File: src/lidu_pkg.sv
package lidu_pkg;

  localparam int unsigned SOURCE_RATE = 221680;
  localparam int unsigned RATE_W      = 18;
  localparam int unsigned RATE_RESET  = 44100;
  localparam int unsigned SAMPLE_W    = 16;
  localparam int unsigned PHASE_W     = $clog2(SOURCE_RATE);

  // interpolation: rem * |prev - cur|, divided by the source rate
  localparam int unsigned MAG_W       = SAMPLE_W;
  localparam int unsigned PROD_W      = PHASE_W + MAG_W;
  localparam int unsigned EST_DROP    = 10;
  localparam int unsigned EST_SHIFT   = 28;
  localparam int unsigned EST_IN_W    = PROD_W - EST_DROP;
  localparam longint unsigned EST_RECIP =
    (64'd1 << (EST_DROP + EST_SHIFT)) / SOURCE_RATE;
  localparam int unsigned EST_RECIP_W = $clog2(EST_RECIP + 1);
  localparam int unsigned EST_PROD_W  = EST_IN_W + EST_RECIP_W;
  localparam int unsigned REM_W       = PHASE_W + 1;

  // level average, signed Q16.16
  localparam int unsigned AVG_W       = 32;
  localparam int unsigned FRAC_W      = 16;
  localparam int unsigned ACC_W       = AVG_W + 4;
  localparam int unsigned ACC_MAG_W   = AVG_W + 3;
  localparam int unsigned DIV10_DROP  = 3;
  localparam int unsigned DIV10_IN_W  = ACC_MAG_W - DIV10_DROP;
  localparam logic [DIV10_IN_W-1:0] DIV10_RECIP = 32'hCCCC_CCCD;
  localparam logic [4:0] TEN          = 5'd10;

  typedef logic signed [SAMPLE_W-1:0] sample_t;
  typedef logic [PHASE_W-1:0]         phase_t;

  typedef struct packed {
    logic    valid;
    phase_t  rem;
    sample_t prev;
    sample_t cur;
  } phase_item_t;

  typedef struct packed {
    logic    valid;
    sample_t sample;
  } blend_item_t;

endpackage

File: src/lidu_blend.sv
module lidu_blend (
  input  logic                   clk_i,
  input  logic                   rst_ni,
  input  logic                   en_i,
  input  lidu_pkg::phase_item_t  item_i,
  output lidu_pkg::blend_item_t  item_o
);
  import lidu_pkg::*;

  localparam int unsigned DIFF_W = SAMPLE_W + 1;
  localparam int unsigned OFS_W  = MAG_W + 2;

  // stage 1: rem * |prev - cur|
  logic [DIFF_W-1:0] diff;
  logic [MAG_W-1:0]  mag;
  logic [PROD_W-1:0] prod_a;

  // stage 2: quotient estimate from the top bits
  logic [EST_PROD_W-1:0] est_full;
  logic [MAG_W-1:0]      est;

  // stage 3: estimate times the source rate
  logic [PROD_W-1:0] back;

  // stage 5: one correction step and rounding toward zero
  logic              corr, nz;
  logic [MAG_W:0]    qf;
  logic [OFS_W-1:0]  qn, ofs, fl;
  sample_t           sample_d;

  logic              v1_q, v2_q, v3_q, v4_q, v5_q;
  logic [PROD_W-1:0] a1_q, a2_q, a3_q, back3_q;
  logic [MAG_W-1:0]  q2_q, q3_q, q4_q;
  logic [REM_W-1:0]  r4_q;
  logic              neg1_q, neg2_q, neg3_q, neg4_q;
  sample_t           cur1_q, cur2_q, cur3_q, cur4_q, sample5_q;

  assign diff   = DIFF_W'($signed(item_i.prev)) - DIFF_W'($signed(item_i.cur));
  assign mag    = MAG_W'(diff[DIFF_W-1] ? -diff : diff);
  assign prod_a = PROD_W'(item_i.rem) * PROD_W'(mag);

  assign est_full = EST_PROD_W'(a1_q[PROD_W-1:EST_DROP]) * EST_PROD_W'(EST_RECIP);
  assign est      = MAG_W'(est_full >> EST_SHIFT);

  assign back = PROD_W'(q2_q) * PROD_W'(SOURCE_RATE);

  // estimate is low by at most one
  assign corr = r4_q >= REM_W'(SOURCE_RATE);
  assign nz   = corr ? (r4_q != REM_W'(SOURCE_RATE)) : (r4_q != '0);
  assign qf   = {1'b0, q4_q} + (MAG_W + 1)'(corr);
  assign qn   = OFS_W'(qf) + OFS_W'(nz);
  // floor of the blend, then step up when negative with a remainder
  assign ofs  = neg4_q ? OFS_W'(-qn) : OFS_W'(qf);
  assign fl   = OFS_W'($signed(cur4_q)) + ofs;
  assign sample_d = SAMPLE_W'(fl + OFS_W'(fl[OFS_W-1] && nz));

  always_ff @(posedge clk_i or negedge rst_ni) begin
    if (!rst_ni) begin
      v1_q <= 1'b0;
      v2_q <= 1'b0;
      v3_q <= 1'b0;
      v4_q <= 1'b0;
      v5_q <= 1'b0;
    end else if (en_i) begin
      v1_q <= item_i.valid;
      v2_q <= v1_q;
      v3_q <= v2_q;
      v4_q <= v3_q;
      v5_q <= v4_q;
    end
  end

  always_ff @(posedge clk_i) begin
    if (en_i) begin
      a1_q      <= prod_a;
      neg1_q    <= diff[DIFF_W-1];
      cur1_q    <= item_i.cur;
      a2_q      <= a1_q;
      q2_q      <= est;
      neg2_q    <= neg1_q;
      cur2_q    <= cur1_q;
      a3_q      <= a2_q;
      q3_q      <= q2_q;
      back3_q   <= back;
      neg3_q    <= neg2_q;
      cur3_q    <= cur2_q;
      r4_q      <= REM_W'(a3_q - back3_q);
      q4_q      <= q3_q;
      neg4_q    <= neg3_q;
      cur4_q    <= cur3_q;
      sample5_q <= sample_d;
    end
  end

  assign item_o = '{valid: v5_q, sample: sample5_q};

endmodule

File: config.mk
export PLATFORM = sky130hd
export DESIGN_NAME = lidu_blend
export DESIGN_NICKNAME = d
export VERILOG_FILES = /design/src/lidu_pkg.sv /design/src/lidu_blend.sv
export SDC_FILE = /design/constraint.sdc
export NUM_CORES = 2
export LEC_CHECK = 0
export ABC_CLOCK_PERIOD_IN_PS = 10300
export BUFFER_PORTS_ARGS = -buffer_cell sky130_fd_sc_hd__buf_2
export CAP_MARGIN = 10
export CELL_PAD_IN_SITES_DETAIL_PLACEMENT = 0
export CELL_PAD_IN_SITES_GLOBAL_PLACEMENT = 1
export CORE_MARGIN = 3
export CORE_UTILIZATION = 44
export CTS_CLUSTER_SIZE = 8
export DETAILED_ROUTE_END_ITERATION = 7
export PLACE_DENSITY = 0.77
export SLEW_MARGIN = 20
export SYNTH_ARGS = -nofsm -noshare
export SYNTH_HDL_FRONTEND = slang
export SYNTH_SLANG_ARGS = --single-unit
File: constraint.sdc
create_clock -name clk_i -period 10.3 [get_ports clk_i]
set_clock_uncertainty 0.15 [all_clocks]
set_input_delay 1.03 -clock clk_i [delete_from_list [all_inputs] [get_ports clk_i]]
set_output_delay 1.03 -clock clk_i [all_outputs]
set_load 0.01 [all_outputs]
==> flow_summary.toml <==
[die]
core_um2 = 69200
die_y_um = 271
rows = 96
design.die.area_um2 = 73600
start_util_pct = 44.7
ios = 71
die_x_um = 271

[global_route]
grt_pass1_vias = 22265
grt-ovfl-total = 0
grt_pass1_wl_um = 116000
antenna_found_initial = 3
track_usage_pct = 19.6
grt_max_degree = 90

[detailed_routing]
routedWlPerCell_um = 17.4
vias_per_cell = 5.19
ant_nets = 0
drc = 0
drt-pass1-iter-count = 7
first_iter_violations = 1316
routed_wl_um = 69800
dr_total_vias = 20795

[final_layout]
fill_cells = 6419
drive_gt1_share_pct = 6.38
fin_nets = 3941
area_delta_synth_final_pct = 8.33
fin_area_um2 = 33500

[timing]
drv_slew = 0
worst_pin_slew_ns = 1.06
setup_slack_ns = 0.429
finalCriticalPeriod_ns = 9.87
finalCritPeriodShare_pct = 95.8
rsz0062_at_grt = "no"
max_slew_margin_pct = 29.2
fmax_ghz = 0.101
setup_viol = 0
hold_viol_final = 0

[worst_setup_path]
crit_type = "input port to flop"
critPathArrivalTime_ns = 10.03
cp_slowest_cell = "or4b_2"
r2r_end = "sample5_q[12]$_DFFE_PP_"
crit_end = "a1_q[27]$_DFFE_PP_"
worstSetupStartpointType = "input port"
cp-startpoint = "item_i[2]"
crit_path_max_fanout = 15
cpPeakStageDelay_ns = 0.61
worstRegToRegCells = 32
required_ns = 10.46
r2r_slack_ns = 2.76
path_common_cell = "fa_1"
critPathCaptureType = "flop"
r2r-start = "r4_q[12]$_DFFE_PP_"

[synth]
synth_edf_count = 237
syn-num-nets = 3860
yosysSeqAreaShare_pct = 23.4
synth_area_um2 = 30900
yosysWarningCount = 0
ys.flop_type = "edfxtp_1"
ys_async_sr_fraction_pct = 2.07
synthCells = 2979
syn_area_per_cell_um2 = 10.4
ys_types = 75
ys_seq_elements = 242

[placed_design]
place_ws_ns = -0.122
postPlaceCellArea_um2 = 32500
port_buffers = 70
gp_congestion = 0.880
post-dp-hpwl_um = 58500

[cts]
cts.sinks = 242
clk_latency_ns = 0.52
path_clk_slew_ns = 0.06
cts_tree = "built"
cts.path.max_buffers = 3
cts_hold_buf = 0
htreeDepth = 2
clockRootBuffer = "clkbuf_16"
numCtsBuffers = 36

[job]
max_cap_violations = 0

[run_status]
status = "finished clean"

[worst_hold_path]
hp-class = "input port to asynchronous set/reset pin"
-- synth_stat cells (12+ instances only) --
cell type / n / share of area, %
inv_1: 733 / 8.9
fa_1: 447 / 29
ha_1: 380 / 15
edfxtp_1: 237 / 23
o21ai_0: 220 / 3.6
nand2_1: 95 / 1.2
xnor2_1: 92 / 2.6
nor2_1: 82 / 0.99
o21a_1: 75 / 1.8
a21oi_1: 72 / 1.2
clkbuf_1: 49 / 0.59
a21boi_0: 36 / 0.87
nor3_1: 36 / 0.58
a21o_1: 33 / 0.80
xor2_1: 33 / 0.93
nand3_1: 30 / 0.49
nor2b_1: 29 / 0.59
nand4_1: 28 / 0.57
and3_1: 25 / 0.51
nand2b_1: 22 / 0.44
a211oi_1: 18 / 0.44
and2_1: 17 / 0.34
mux2i_1: 16 / 0.52
mux2_2: 12 / 0.44
-- through the flow --
stage / util [%] / TNS, ns / instances / hold WS [ns]
finish: 48.5 / 0 / 4004 / 0.170
detailed placement: 47.0 / -0.246 / 3952 / 0.255
floorplan: - / 0 / 2979 / 0.250
CTS: 48.4 / 0 / 4000 / 0.135
global route: 48.4 / 0 / 4001 / 0.142
global placement: 47.0 / 0 / 3952 / 0.250
-- metal layers --
layer,track usage [%],wire (µm),up-vias
li1,-,-,9869
met1,25.9,30100,10344
met2,33.4,34600,467
met3,2.66,2910,115
met4,6.41,2160,0
met5,0,0,-
-- critical path, delay by kind of cell --
| kind | cells | cell delay [ns] |
|---|---|---|
| adders and majority gates | 8 | 3.69 |
| AOI/OAI and AO/OA | 14 | 3.08 |
| and+or+nand+nor | 4 | 1.38 |
| buffers and inverters | 8 | 0.86 |
-- worst min-delay path by stage --
stage                               from                   end  slack [ns]  depth (start not counted)
global route                      rst_ni      v5_q$_DFFE_PN0P_        0.14                          1
detailed placement  cur1_q[15]$_DFFE_PP_  cur2_q[15]$_DFFE_PP_        0.25                          0
floorplan              a1_q[0]$_DFFE_PP_     a2_q[0]$_DFFE_PP_        0.25                          0
finish                            rst_ni      v5_q$_DFFE_PN0P_        0.17                          1
CTS                               rst_ni      v5_q$_DFFE_PN0P_        0.13                          1
global placement     cur1_q[5]$_DFFE_PP_   cur2_q[5]$_DFFE_PP_        0.25                          0
-- kinds of logic after synthesis --
kind of cell | synth area share, %
AO/OA/AOI/OAI | 11.0
XOR/XNOR | 3.54
adder cells (fa/ha/maj) | 44.3
buffers and inverters | 9.76
flip-flops | 23.4
multiplexers | 0.991
AND/OR/NAND/NOR | 7.05
-- layout by cell type (no fill, tap or decap), types with 37 or more instances in the layout --
cell	netlist	routed
inv_1	733	733
fa_1	447	447
ha_1	380	380
edfxtp_1	237	237
o21ai_0	220	219
nand2_1	95	95
xnor2_1	92	92
nor2_1	82	82
o21a_1	75	74
a21oi_1	72	72
buf_2	5	69
buf_4	1	38
clkbuf_16	0	37
-- registers in the layout (all words and copies together) (netlist names), 16 cells and up --
name       flops
a1_q          34
a2_q          19
a3_q          19
r4_q          19
cur1_q        16
cur2_q        16
cur3_q        16
cur4_q        16
q2_q          16
q3_q          16
q4_q          16
sample5_q     16
-- cell type report --
class	count	area (µm²)	area share, %
diodes	3	7.51	0.0224
clock inverters	3	47.5	0.142
repair buffers	109	661	1.97
flip-flops and latches	242	7240	21.6
inverters	734	2760	8.22
well taps	931	1160	3.47
multi-input cells	1937	20700	61.7
clock buffers	45	956	2.85
-- repair_timing --
action                     in CTS  in global routing
setup buffers                   0                  0
gates resized for setup         0                  4
setup endpoints to repair       0                  3
Power is left out: the tool's default activity adds up to more than one toggle a clock period on the data nets, which glitch-free logic cannot reach.
