$ cat src/lidu_pkg.sv
package lidu_pkg;

  localparam int unsigned SOURCE_RATE = 221680;
  localparam int unsigned RATE_W      = 18;
  localparam int unsigned RATE_RESET  = 44100;
  localparam int unsigned SAMPLE_W    = 16;
  localparam int unsigned PHASE_W     = $clog2(SOURCE_RATE);

  // interpolation: rem * |prev - cur|, divided by the source rate
  localparam int unsigned MAG_W       = SAMPLE_W;
  localparam int unsigned PROD_W      = PHASE_W + MAG_W;
  localparam int unsigned EST_DROP    = 10;
  localparam int unsigned EST_SHIFT   = 28;
  localparam int unsigned EST_IN_W    = PROD_W - EST_DROP;
  localparam longint unsigned EST_RECIP =
    (64'd1 << (EST_DROP + EST_SHIFT)) / SOURCE_RATE;
  localparam int unsigned EST_RECIP_W = $clog2(EST_RECIP + 1);
  localparam int unsigned EST_PROD_W  = EST_IN_W + EST_RECIP_W;
  localparam int unsigned REM_W       = PHASE_W + 1;

  // level average, signed Q16.16
  localparam int unsigned AVG_W       = 32;
  localparam int unsigned FRAC_W      = 16;
  localparam int unsigned ACC_W       = AVG_W + 4;
  localparam int unsigned ACC_MAG_W   = AVG_W + 3;
  localparam int unsigned DIV10_DROP  = 3;
  localparam int unsigned DIV10_IN_W  = ACC_MAG_W - DIV10_DROP;
  localparam logic [DIV10_IN_W-1:0] DIV10_RECIP = 32'hCCCC_CCCD;
  localparam logic [4:0] TEN          = 5'd10;

  typedef logic signed [SAMPLE_W-1:0] sample_t;
  typedef logic [PHASE_W-1:0]         phase_t;

  typedef struct packed {
    logic    valid;
    phase_t  rem;
    sample_t prev;
    sample_t cur;
  } phase_item_t;

  typedef struct packed {
    logic    valid;
    sample_t sample;
  } blend_item_t;

endpackage

$ cat src/lidu_phase.sv
module lidu_phase (
  input  logic                         clk_i,
  input  logic                         rst_ni,
  input  logic                         en_i,
  input  logic                         in_valid_i,
  input  lidu_pkg::sample_t            source_sample_i,
  input  logic                         cfg_valid_i,
  input  logic [lidu_pkg::RATE_W-1:0]  cfg_output_rate_i,
  output lidu_pkg::phase_item_t        item_o
);
  import lidu_pkg::*;

  localparam int unsigned SUM_W = PHASE_W + 1;

  phase_t      rate_q, rate_d;
  phase_t      phase_q, phase_d;
  sample_t     prev_q;
  logic        item_valid_q;
  phase_t      rem_q;
  sample_t     prev_item_q, cur_item_q;
  logic [SUM_W-1:0] sum;
  logic        wrap, accept;

  assign accept = in_valid_i && en_i;
  assign sum    = {1'b0, phase_q} + {1'b0, rate_q};
  assign wrap   = sum >= SUM_W'(SOURCE_RATE);
  assign phase_d = wrap ? PHASE_W'(sum - SUM_W'(SOURCE_RATE)) : sum[PHASE_W-1:0];

  // rates at or above the source rate act as one below it
  assign rate_d = (32'(cfg_output_rate_i) >= SOURCE_RATE) ?
                  PHASE_W'(SOURCE_RATE - 1) : PHASE_W'(cfg_output_rate_i);

  always_ff @(posedge clk_i or negedge rst_ni) begin
    if (!rst_ni) begin
      rate_q       <= PHASE_W'(RATE_RESET);
      phase_q      <= '0;
      prev_q       <= '0;
      item_valid_q <= 1'b0;
    end else begin
      if (cfg_valid_i) begin
        rate_q <= rate_d;
      end
      if (accept) begin
        phase_q <= phase_d;
        prev_q  <= source_sample_i;
      end
      if (en_i) begin
        item_valid_q <= accept && wrap;
      end
    end
  end

  always_ff @(posedge clk_i) begin
    if (accept) begin
      rem_q       <= phase_d;
      prev_item_q <= prev_q;
      cur_item_q  <= source_sample_i;
    end
  end

  assign item_o = '{valid: item_valid_q, rem: rem_q, prev: prev_item_q, cur: cur_item_q};

endmodule

$ cat config.mk
export PLATFORM = sky130hd
export DESIGN_NAME = lidu_phase
export DESIGN_NICKNAME = d
export VERILOG_FILES = /design/src/lidu_pkg.sv /design/src/lidu_phase.sv
export SDC_FILE = /design/constraint.sdc
export NUM_CORES = 1
export LEC_CHECK = 0
export ABC_AREA = 1
export ABC_CLOCK_PERIOD_IN_PS = 5700
export BUFFER_PORTS_ARGS = -buffer_cell sky130_fd_sc_hd__buf_2
export CAP_MARGIN = 20
export CORE_UTILIZATION = 60
export CTS_BUF_LIST = sky130_fd_sc_hd__clkbuf_16
export DETAILED_ROUTE_END_ITERATION = 8
export MAX_ROUTING_LAYER = met4
export PLACE_DENSITY = 0.92
export SLEW_MARGIN = 40
export SYNTH_ARGS = -nofsm -noshare
export SYNTH_HDL_FRONTEND = slang
export SYNTH_SLANG_ARGS = --single-unit
$ cat constraint.sdc
create_clock -name clk_i -period 5.7 [get_ports clk_i]
set_clock_uncertainty 0.15 [all_clocks]
set_input_delay 0.285 -clock clk_i [delete_from_list [all_inputs] [get_ports clk_i]]
set_output_delay 0.285 -clock clk_i [all_outputs]
set_load 0.01 [all_outputs]
==> results.md, run 1 <==
* Cts repair resizes at 0
* Worst hold endpoint: rate_q[10]
* CTS tree: built
* R2R Setup Slk at 2.24 ns
* Insertion delay to the later sink of the worst-skew pair at 0.36 ns
* Number of sinks on the clock net at 103
* Worst Hold Launch: cfg_output_rate_i[10]
* Worst Setup End Kind: register
* Layout overhead on the synthesized area at 18.1%
* Via count of the first global-routing pass at 4860
* Startpoint types: register
* Leakage at 3.44 nW
* Netlist area before placement at 5750 um^2
* Clock power share at 16.6%
* Actual slew at the worst max-slew pin at 0.672 ns
* Hold crit path type: in -> reg
* Number of buffers on the longest clock path at 2
* Die Footprint at 9990 um^2
* Run status: finished clean
* Die Width at 99.9 um
* Number of nets in the layout at 863
* Data required time at the worst endpoint at 5.65 ns
* DR iter-0 viols at 241
* Reg-to-reg critical path startpoint: phase_q[0]
* Maximum VDD drop at 0.280 mV
* Detailed-router iteration count before antenna repair at 5
* DR vias at 4892
* IO Pins at 90
* Global-route wire length before repair at 22.5 mm
* Diodes inserted at 0
* Number of pins with negative max-slew slack in the final report at 0
* Time the final worst path needs with I/O delays and setup at 3.46 ns
* Number of antenna violations at the first check in global routing at 0
* Critical path class: reg -> reg
* Register bit count reported by yosys at 103
* Die span in y at 99.9 um
* Post-route standard cell area excluding fillers at 6800 um^2
* Post-synth EDFFs at 50
* Internal portion of total power at 0.00214 W
* Post-CTS repair timing setup buffer count at 0
* H-tree level count at 3
* Period utilization at 60.7%
* Placeable core region at 9280 um^2
* Switch share at 46.4%
* Max Cap Viol at 0
* Wire length per cell at 14.6 um
* Headroom to the max-slew limit at 55.2%
* Maximum fanout count along the critical path at 14
* Starting density of the core at 62.0%
* Final count of negative-setup-slack endpoints at 0
* Crit path arrival time at 3.42 ns
* Switching Power at 0.00185 W
* Gpl congestion at 0.947
* Synth area leader: sky130_fd_sc_hd__edfxtp_1
* RSZ-0062 raised after global routing: no
* Setup TNS at 0 ns
* Yosys warns at 0
* Post-synth top cells: sky130_fd_sc_hd__nand2_1 (239), sky130_fd_sc_hd__inv_1 (91), sky130_fd_sc_hd__nand3_1 (77)
* Clock root cell: sky130_fd_sc_hd__clkbuf_16
* Leading register cell type out of synthesis: sky130_fd_sc_hd__edfxtp_1
* Average instance area after synthesis at 8.23 um^2
* Area share of the largest cell type after synthesis at 26.1%
* Cell types occupying the most area after synthesis: sky130_fd_sc_hd__edfxtp_1 (26%), sky130_fd_sc_hd__dfrtp_1 (20%), sky130_fd_sc_hd__nand2_1 (16%)
* Number of distinct library cells after synthesis at 39
* Fraction of final layout cells sized beyond drive strength 1 at 19.8%
* Count of cells along the worst hold path at 3
* DP Area at 6290 um^2
* Non-filler instance count after layout at 938
* Worst reg2reg path depth at 18
* FMAX at 289 MHz
* Clock transition at the registers of the reported paths at 0.08 ns
* Number of placement rows at 35
* FF-to-FF End: rem_q[11]
* Count of final hold-check violations at 0
* Post-synthesis cell count at 699
* Final Routed Wirelength at 13.7 mm
* GRT Util Overall at 30.3%
* Post-Place Cells at 904
* DRC viols at 0
* Share of flip-flops with an asynchronous set or reset at 51.5%
* Sequential element share of the synthesized area at 49.3%
* Dominant cell by count in the synthesized netlist: sky130_fd_sc_hd__nand2_1
* Total power per unit cell area at 587 nW/um^2
* Sequential group share of total power at 27.7%
* Part of the total power dissipated in combinational logic at 55.6%
* Vias per inst at 5.22
* Total CTS buffers at 9
* Largest net degree at the start of global routing at 85
* Remaining antenna violation count at 0
* Number of input and output port buffers inserted at 89
* Net Count, Synth at 758
* Residual overflow from global routing at 0
* Post-DP HPWL at 9.75 mm
-- per-layer routing --
layer | track usage, % | vias up | wire length (um) | share of wire, %
met1 | 36.9 | 2235 | 6020 | 44
li1 | - | 2446 | - | -
met2 | 51.3 | 181 | 6580 | 48
met4 | 11.7 | 0 | 361 | 2.6
met5 | - | - | 0 | 0
met3 | 4.39 | 30 | 728 | 5.3
-- worst max-delay path by stage --
stage | to | startpoint | slack (ns)
after detailed placement | rem_q[13] | rate_q[0] | 2.31
after floorplan | rem_q[7] | rate_q[2] | 2.81
after global placement | rem_q[10] | rate_q[2] | 2.38
final | rem_q[11] | phase_q[0] | 2.24
after global routing | rem_q[13] | phase_q[0] | 2.00
after CTS | rem_q[8] | rate_q[2] | 2.28
-- state kept, by name, indices dropped and copies added (netlist names) --
signal        flops
rem_q            18
cur_item_q       16
item_valid_q      1
prev_q           16
prev_item_q      16
phase_q          18
rate_q           18
-- timing repair --
action                                  4_1_cts  5_1_grt
hold endpoints to repair                     67        0
endpoints found under the setup margin        0        0
hold buffers                                 18        0
-- layout by cell type, fill, tap and decap left out, types with 3 or more instances in the layout --
| cell type | instances |
|---|---|
| sky130_fd_sc_hd__nand2_1 | 239 |
| sky130_fd_sc_hd__dfrtp_1 | 47 |
| sky130_fd_sc_hd__inv_2 | 5 |
| sky130_fd_sc_hd__clkbuf_16 | 9 |
| sky130_fd_sc_hd__a21oi_1 | 8 |
| sky130_fd_sc_hd__ha_1 | 19 |
| sky130_fd_sc_hd__dlygate4sd3_1 | 18 |
| sky130_fd_sc_hd__dfstp_2 | 6 |
| sky130_fd_sc_hd__and2_1 | 18 |
| sky130_fd_sc_hd__xor2_1 | 7 |
| sky130_fd_sc_hd__o21ai_0 | 20 |
| sky130_fd_sc_hd__nand3_1 | 77 |
| sky130_fd_sc_hd__nor2_2 | 3 |
| sky130_fd_sc_hd__nand4_1 | 6 |
| sky130_fd_sc_hd__nor2_1 | 24 |
| sky130_fd_sc_hd__nand2_2 | 26 |
| sky130_fd_sc_hd__nand3b_1 | 12 |
| sky130_fd_sc_hd__inv_6 | 4 |
| sky130_fd_sc_hd__buf_2 | 89 |
| sky130_fd_sc_hd__nand3_2 | 3 |
| sky130_fd_sc_hd__nor3_1 | 4 |
| sky130_fd_sc_hd__edfxtp_1 | 50 |
| sky130_fd_sc_hd__inv_1 | 91 |
-- power groups by stage --
stage	logic [W]	clock network, W	registers, W
floorplan	0.00169	0	0.00113
global placement	0.00210	0	0.00111
detailed placement	0.00217	0	0.00112
CTS	0.00219	0.000674	0.00111
global route	0.00249	0.000695	0.00112
finish	0.00222	0.000664	0.00111
-- worst max-delay path, stage by stage (launching register included) --
cell and delay (ns):
sky130_fd_sc_hd__dfrtp_1 0.36, sky130_fd_sc_hd__ha_1 0.21, sky130_fd_sc_hd__inv_1 0.08, sky130_fd_sc_hd__fa_1 0.41, sky130_fd_sc_hd__inv_1 0.11, sky130_fd_sc_hd__nand2_1 0.06
sky130_fd_sc_hd__nand2_1 0.09, sky130_fd_sc_hd__nand3_2 0.10, sky130_fd_sc_hd__nand2_2 0.10, sky130_fd_sc_hd__nand2_2 0.09, sky130_fd_sc_hd__nand2_1 0.10, sky130_fd_sc_hd__nand2_1 0.06
sky130_fd_sc_hd__nand2_2 0.12, sky130_fd_sc_hd__nor2_4 0.08, sky130_fd_sc_hd__nand2_2 0.08, sky130_fd_sc_hd__nor2_4 0.05, sky130_fd_sc_hd__a21oi_2 0.53, sky130_fd_sc_hd__nand3_1 0.20
sky130_fd_sc_hd__and2_1 0.23
-- cell families (layout without fill, tap and decap cells) --
logic type / after synthesis / count (layout) / synth area share, %
xor+xnor: 8 / 8 / 1.22
mux: 2 / 2 / 0.391
flops: 103 / 103 / 49.3
fa+ha+maj: 20 / 20 / 4.48
simple gates: 419 / 419 / 33.2
buf+inv: 112 / 222 / 7.89
compound gates: 35 / 35 / 3.52
-- through the flow --
| step | hold slack (ns) | setup WS, ns | util [%] | total power, W |
|---|---|---|---|---|
| 2_1_floorplan | -0.161 | 2.81 | - | 0.00282 |
| 6_report | 0.0349 | 2.24 | 73.2 | 0.00399 |
| 3_3_place_gp | 0.279 | 2.38 | 67.7 | 0.00321 |
| 3_5_place_dp | 0.280 | 2.31 | 67.7 | 0.00329 |
| 4_1_cts | 0.0276 | 2.28 | 73.2 | 0.00397 |
| 5_1_grt | 0.0410 | 2.00 | 73.2 | 0.00431 |
-- area by class of cell --
class,instances,area [um^2]
Inverter,96,360
Clock buffer,9,225
Fill cell,720,2490
Timing Repair Buffer,110,652
Tap cell,129,161
Clock inverter,7,97.6
Multi-Input combinational cell,484,2460
Sequential cell,103,2840
Note: power is estimated with default switching activity, not from simulation.
==> run 2, diff against run 1 <==
--- a/config.mk
+++ b/config.mk
@@ -6,14 +6,14 @@
 export NUM_CORES = 1
 export LEC_CHECK = 0
 export ABC_AREA = 1
-export ABC_CLOCK_PERIOD_IN_PS = 5700
+export ABC_CLOCK_PERIOD_IN_PS = 3400
 export BUFFER_PORTS_ARGS = -buffer_cell sky130_fd_sc_hd__buf_2
 export CAP_MARGIN = 20
-export CORE_UTILIZATION = 60
+export CORE_UTILIZATION = 57
 export CTS_BUF_LIST = sky130_fd_sc_hd__clkbuf_16
 export DETAILED_ROUTE_END_ITERATION = 8
 export MAX_ROUTING_LAYER = met4
-export PLACE_DENSITY = 0.92
+export PLACE_DENSITY = 0.88
 export SLEW_MARGIN = 40
 export SYNTH_ARGS = -nofsm -noshare
 export SYNTH_HDL_FRONTEND = slang
==> constraint.sdc (replaced) <==
create_clock -name clk_i -period 3.4 [get_ports clk_i]
set_clock_uncertainty 0.15 [all_clocks]
set_input_delay 0.17 -clock clk_i [delete_from_list [all_inputs] [get_ports clk_i]]
set_output_delay 0.17 -clock clk_i [all_outputs]
set_load 0.01 [all_outputs]
==> results.md, run 2 (synthesis results as in run 1) <==
* Worst reg2reg path depth at 17 (-1)
* Global-route wire length before repair at 21.8 mm (-2.9%)
* FMAX at 313 MHz (+8.2%)
* Die span in y at 102 um (+2.5%)
* RSZ-0062 raised after global routing: no
* Setup TNS at 0 ns (unchanged)
* Die Width at 102 um (+2.5%)
* Number of pins with negative max-slew slack in the final report at 0 (unchanged)
* Largest net degree at the start of global routing at 46 (-46%)
* Diodes inserted at 0 (unchanged)
* IO Pins at 90 (unchanged)
* Number of nets in the layout at 878 (+1.7%)
* Number of input and output port buffers inserted at 89 (unchanged)
* Clock transition at the registers of the reported paths at 0.07 ns (about the same)
* Wire length per cell at 14.4 um (-1.0%)
* Number of placement rows at 36 (+2.9%)
* Total power after layout at 0.00673 W (+69%)
* Number of antenna violations at the first check in global routing at 0 (unchanged)
* Post-route standard cell area excluding fillers at 6950 um^2 (+2.2%)
* Clock root cell: sky130_fd_sc_hd__clkbuf_16
* Startpoint types: register
* Maximum fanout count along the critical path at 14 (unchanged)
* Number of sinks on the clock net at 103 (unchanged)
* Maximum VDD drop at 0.377 mV (+35%)
* Registers with the highest flip-flop counts: phase_q: 18 flops, rate_q: 18 flops, rem_q: 18 flops
* Leading cell types in the layout, fill and taps excluded: sky130_fd_sc_hd__nand2_1 (237), sky130_fd_sc_hd__inv_1 (92), sky130_fd_sc_hd__buf_2 (88)
* Leakage at 3.50 nW (+1.8%)
* Post-Place Cells at 910 (+0.66%)
* DR vias at 4967 (+1.5%)
* Time the final worst path needs with I/O delays and setup at 3.20 ns (-0.263 ns)
* Total CTS buffers at 9 (unchanged)
* Data required time at the worst endpoint at 3.35 ns (-2.30 ns)
* Sequential Area at 2840 um^2 (unchanged)
* Crit path arrival time at 3.15 ns (-0.27 ns)
* Run status: finished clean
* Residual overflow from global routing at 0 (unchanged)
* Period utilization at 94.1% (+33 points)
* Remaining antenna violation count at 0 (unchanged)
* Detailed-router iteration count before antenna repair at 4 (-1)
* GRT Util Overall at 28.6% (-1.7 points)
* DR iter-0 viols at 218 (-9.5%)
* Worst Setup End Kind: register
* Most frequent standard cell in the layout excluding fill and tap cells: sky130_fd_sc_hd__nand2_1
* Die Footprint at 10500 um^2 (+5.2%)
* Via count of the first global-routing pass at 4701 (-3.3%)
* Final-layout fill cell count at 750 (+4.2%)
* Hold crit path type: in -> reg
* Post-DP HPWL at 10.0 mm (+2.6%)
* Area used by multi-input combinational logic at 2490 um^2 (+1.1%)
* Post-CTS repair timing setup buffer count at 0 (unchanged)
* Insertion delay to the later sink of the worst-skew pair at 0.35 ns (about the same)
* CTS tree: built
* Vias per inst at 5.19 (-0.48%)
* Final count of negative-setup-slack endpoints at 0 (unchanged)
* Count of cells along the worst hold path at 5 (+2)
* Final Routed Wirelength at 13.8 mm (+0.96%)
* Critical path class: reg -> reg
* Count of final hold-check violations at 0 (unchanged)
* Total power per unit cell area at 969 nW/um^2 (+65%)
* H-tree level count at 3 (unchanged)
* DRC viols at 0 (unchanged)
* Gpl congestion at 1.04 (+9.6%)
* Placeable core region at 9770 um^2 (+5.3%)
* DP Area at 6310 um^2 (+0.36%)
* Starting density of the core at 58.9% (-3.1 points)
* Non-filler instance count after layout at 957 (+2.0%)
* Headroom to the max-slew limit at 55.4% (+0.17 points)
* Number of buffers on the longest clock path at 2 (unchanged)
* Fraction of final layout cells sized beyond drive strength 1 at 20.1% (+0.37 points)
* Actual slew at the worst max-slew pin at 0.668 ns (-0.00329 ns)
* Layout overhead on the synthesized area at 20.7%
* Max Cap Viol at 0 (unchanged)
-- run 2: area by class of cell --
class	count	share of cell area, %
inverters	96	5.21
multi-input cells	485	35.9
clock inverters	7	1.03
repair buffers	124	11.4
clock buffers	9	3.24
flip-flops and latches	103	40.8
well taps	133	2.40
-- run 2: report_power, final --
group	internal (W)	switching (W)
registers	0.00171	0.000146
clock network	0.000573	0.000461
logic	0.00134	0.00249
total	0.00363	0.00310
-- run 2: timing repair --
action                                 in CTS  in global routing
gates resized for setup                     0                  7
endpoints found under the hold margin      82                  0
hold buffers                               30                  0
setup endpoints to repair                   0                 25
-- run 2: final timing paths --
check,start,slack (ns),endpoint
max,rate_q[0],0.20,rem_q[14]
min,cfg_output_rate_i[6],0.001,rate_q[6]
max reg2reg,rate_q[0],0.20,rem_q[14]
min reg2reg,prev_q[11],0.30,prev_item_q[11]
max in group asynchronous,rst_ni,2.25,rate_q[2]
min in group asynchronous,rst_ni,0.18,rate_q[16]
-- run 2: worst max-delay path, stage by stage, from the launching register on --
cell and delay, ns:
sky130_fd_sc_hd__dfrtp_1 0.38, sky130_fd_sc_hd__ha_1 0.22, sky130_fd_sc_hd__inv_1 0.07, sky130_fd_sc_hd__fa_1 0.39
sky130_fd_sc_hd__inv_1 0.11, sky130_fd_sc_hd__nand2_1 0.05, sky130_fd_sc_hd__nand2_1 0.10, sky130_fd_sc_hd__nand3_2 0.10
sky130_fd_sc_hd__nand2_2 0.11, sky130_fd_sc_hd__nand2_1 0.07, sky130_fd_sc_hd__nand2_2 0.11, sky130_fd_sc_hd__nor2_1 0.09
sky130_fd_sc_hd__nand2_2 0.10, sky130_fd_sc_hd__nand2_2 0.10, sky130_fd_sc_hd__o211ai_4 0.29, sky130_fd_sc_hd__buf_8 0.20
sky130_fd_sc_hd__nand3_1 0.12, sky130_fd_sc_hd__and2_1 0.19
-- run 2: through the flow --
stage	hold slack (ns)	setup slack (ns)	utilization [%]
after floorplan	-0.276	0.513	-
after global placement	0.172	0.252	64.6
after detailed placement	0.0223	0.126	64.6
after CTS	0.00182	0.110	70.7
after global routing	0.0441	0.0141	71.1
final	0.00125	0.201	71.1
-- run 2: routing by layer --
metal	vias up	routed length, um	global-route usage, %
met1	2288	5860	34.0
met5	-	0	-
li1	2480	-	-
met3	22	816	3.83
met4	0	323	12.3
met2	177	6820	48.6
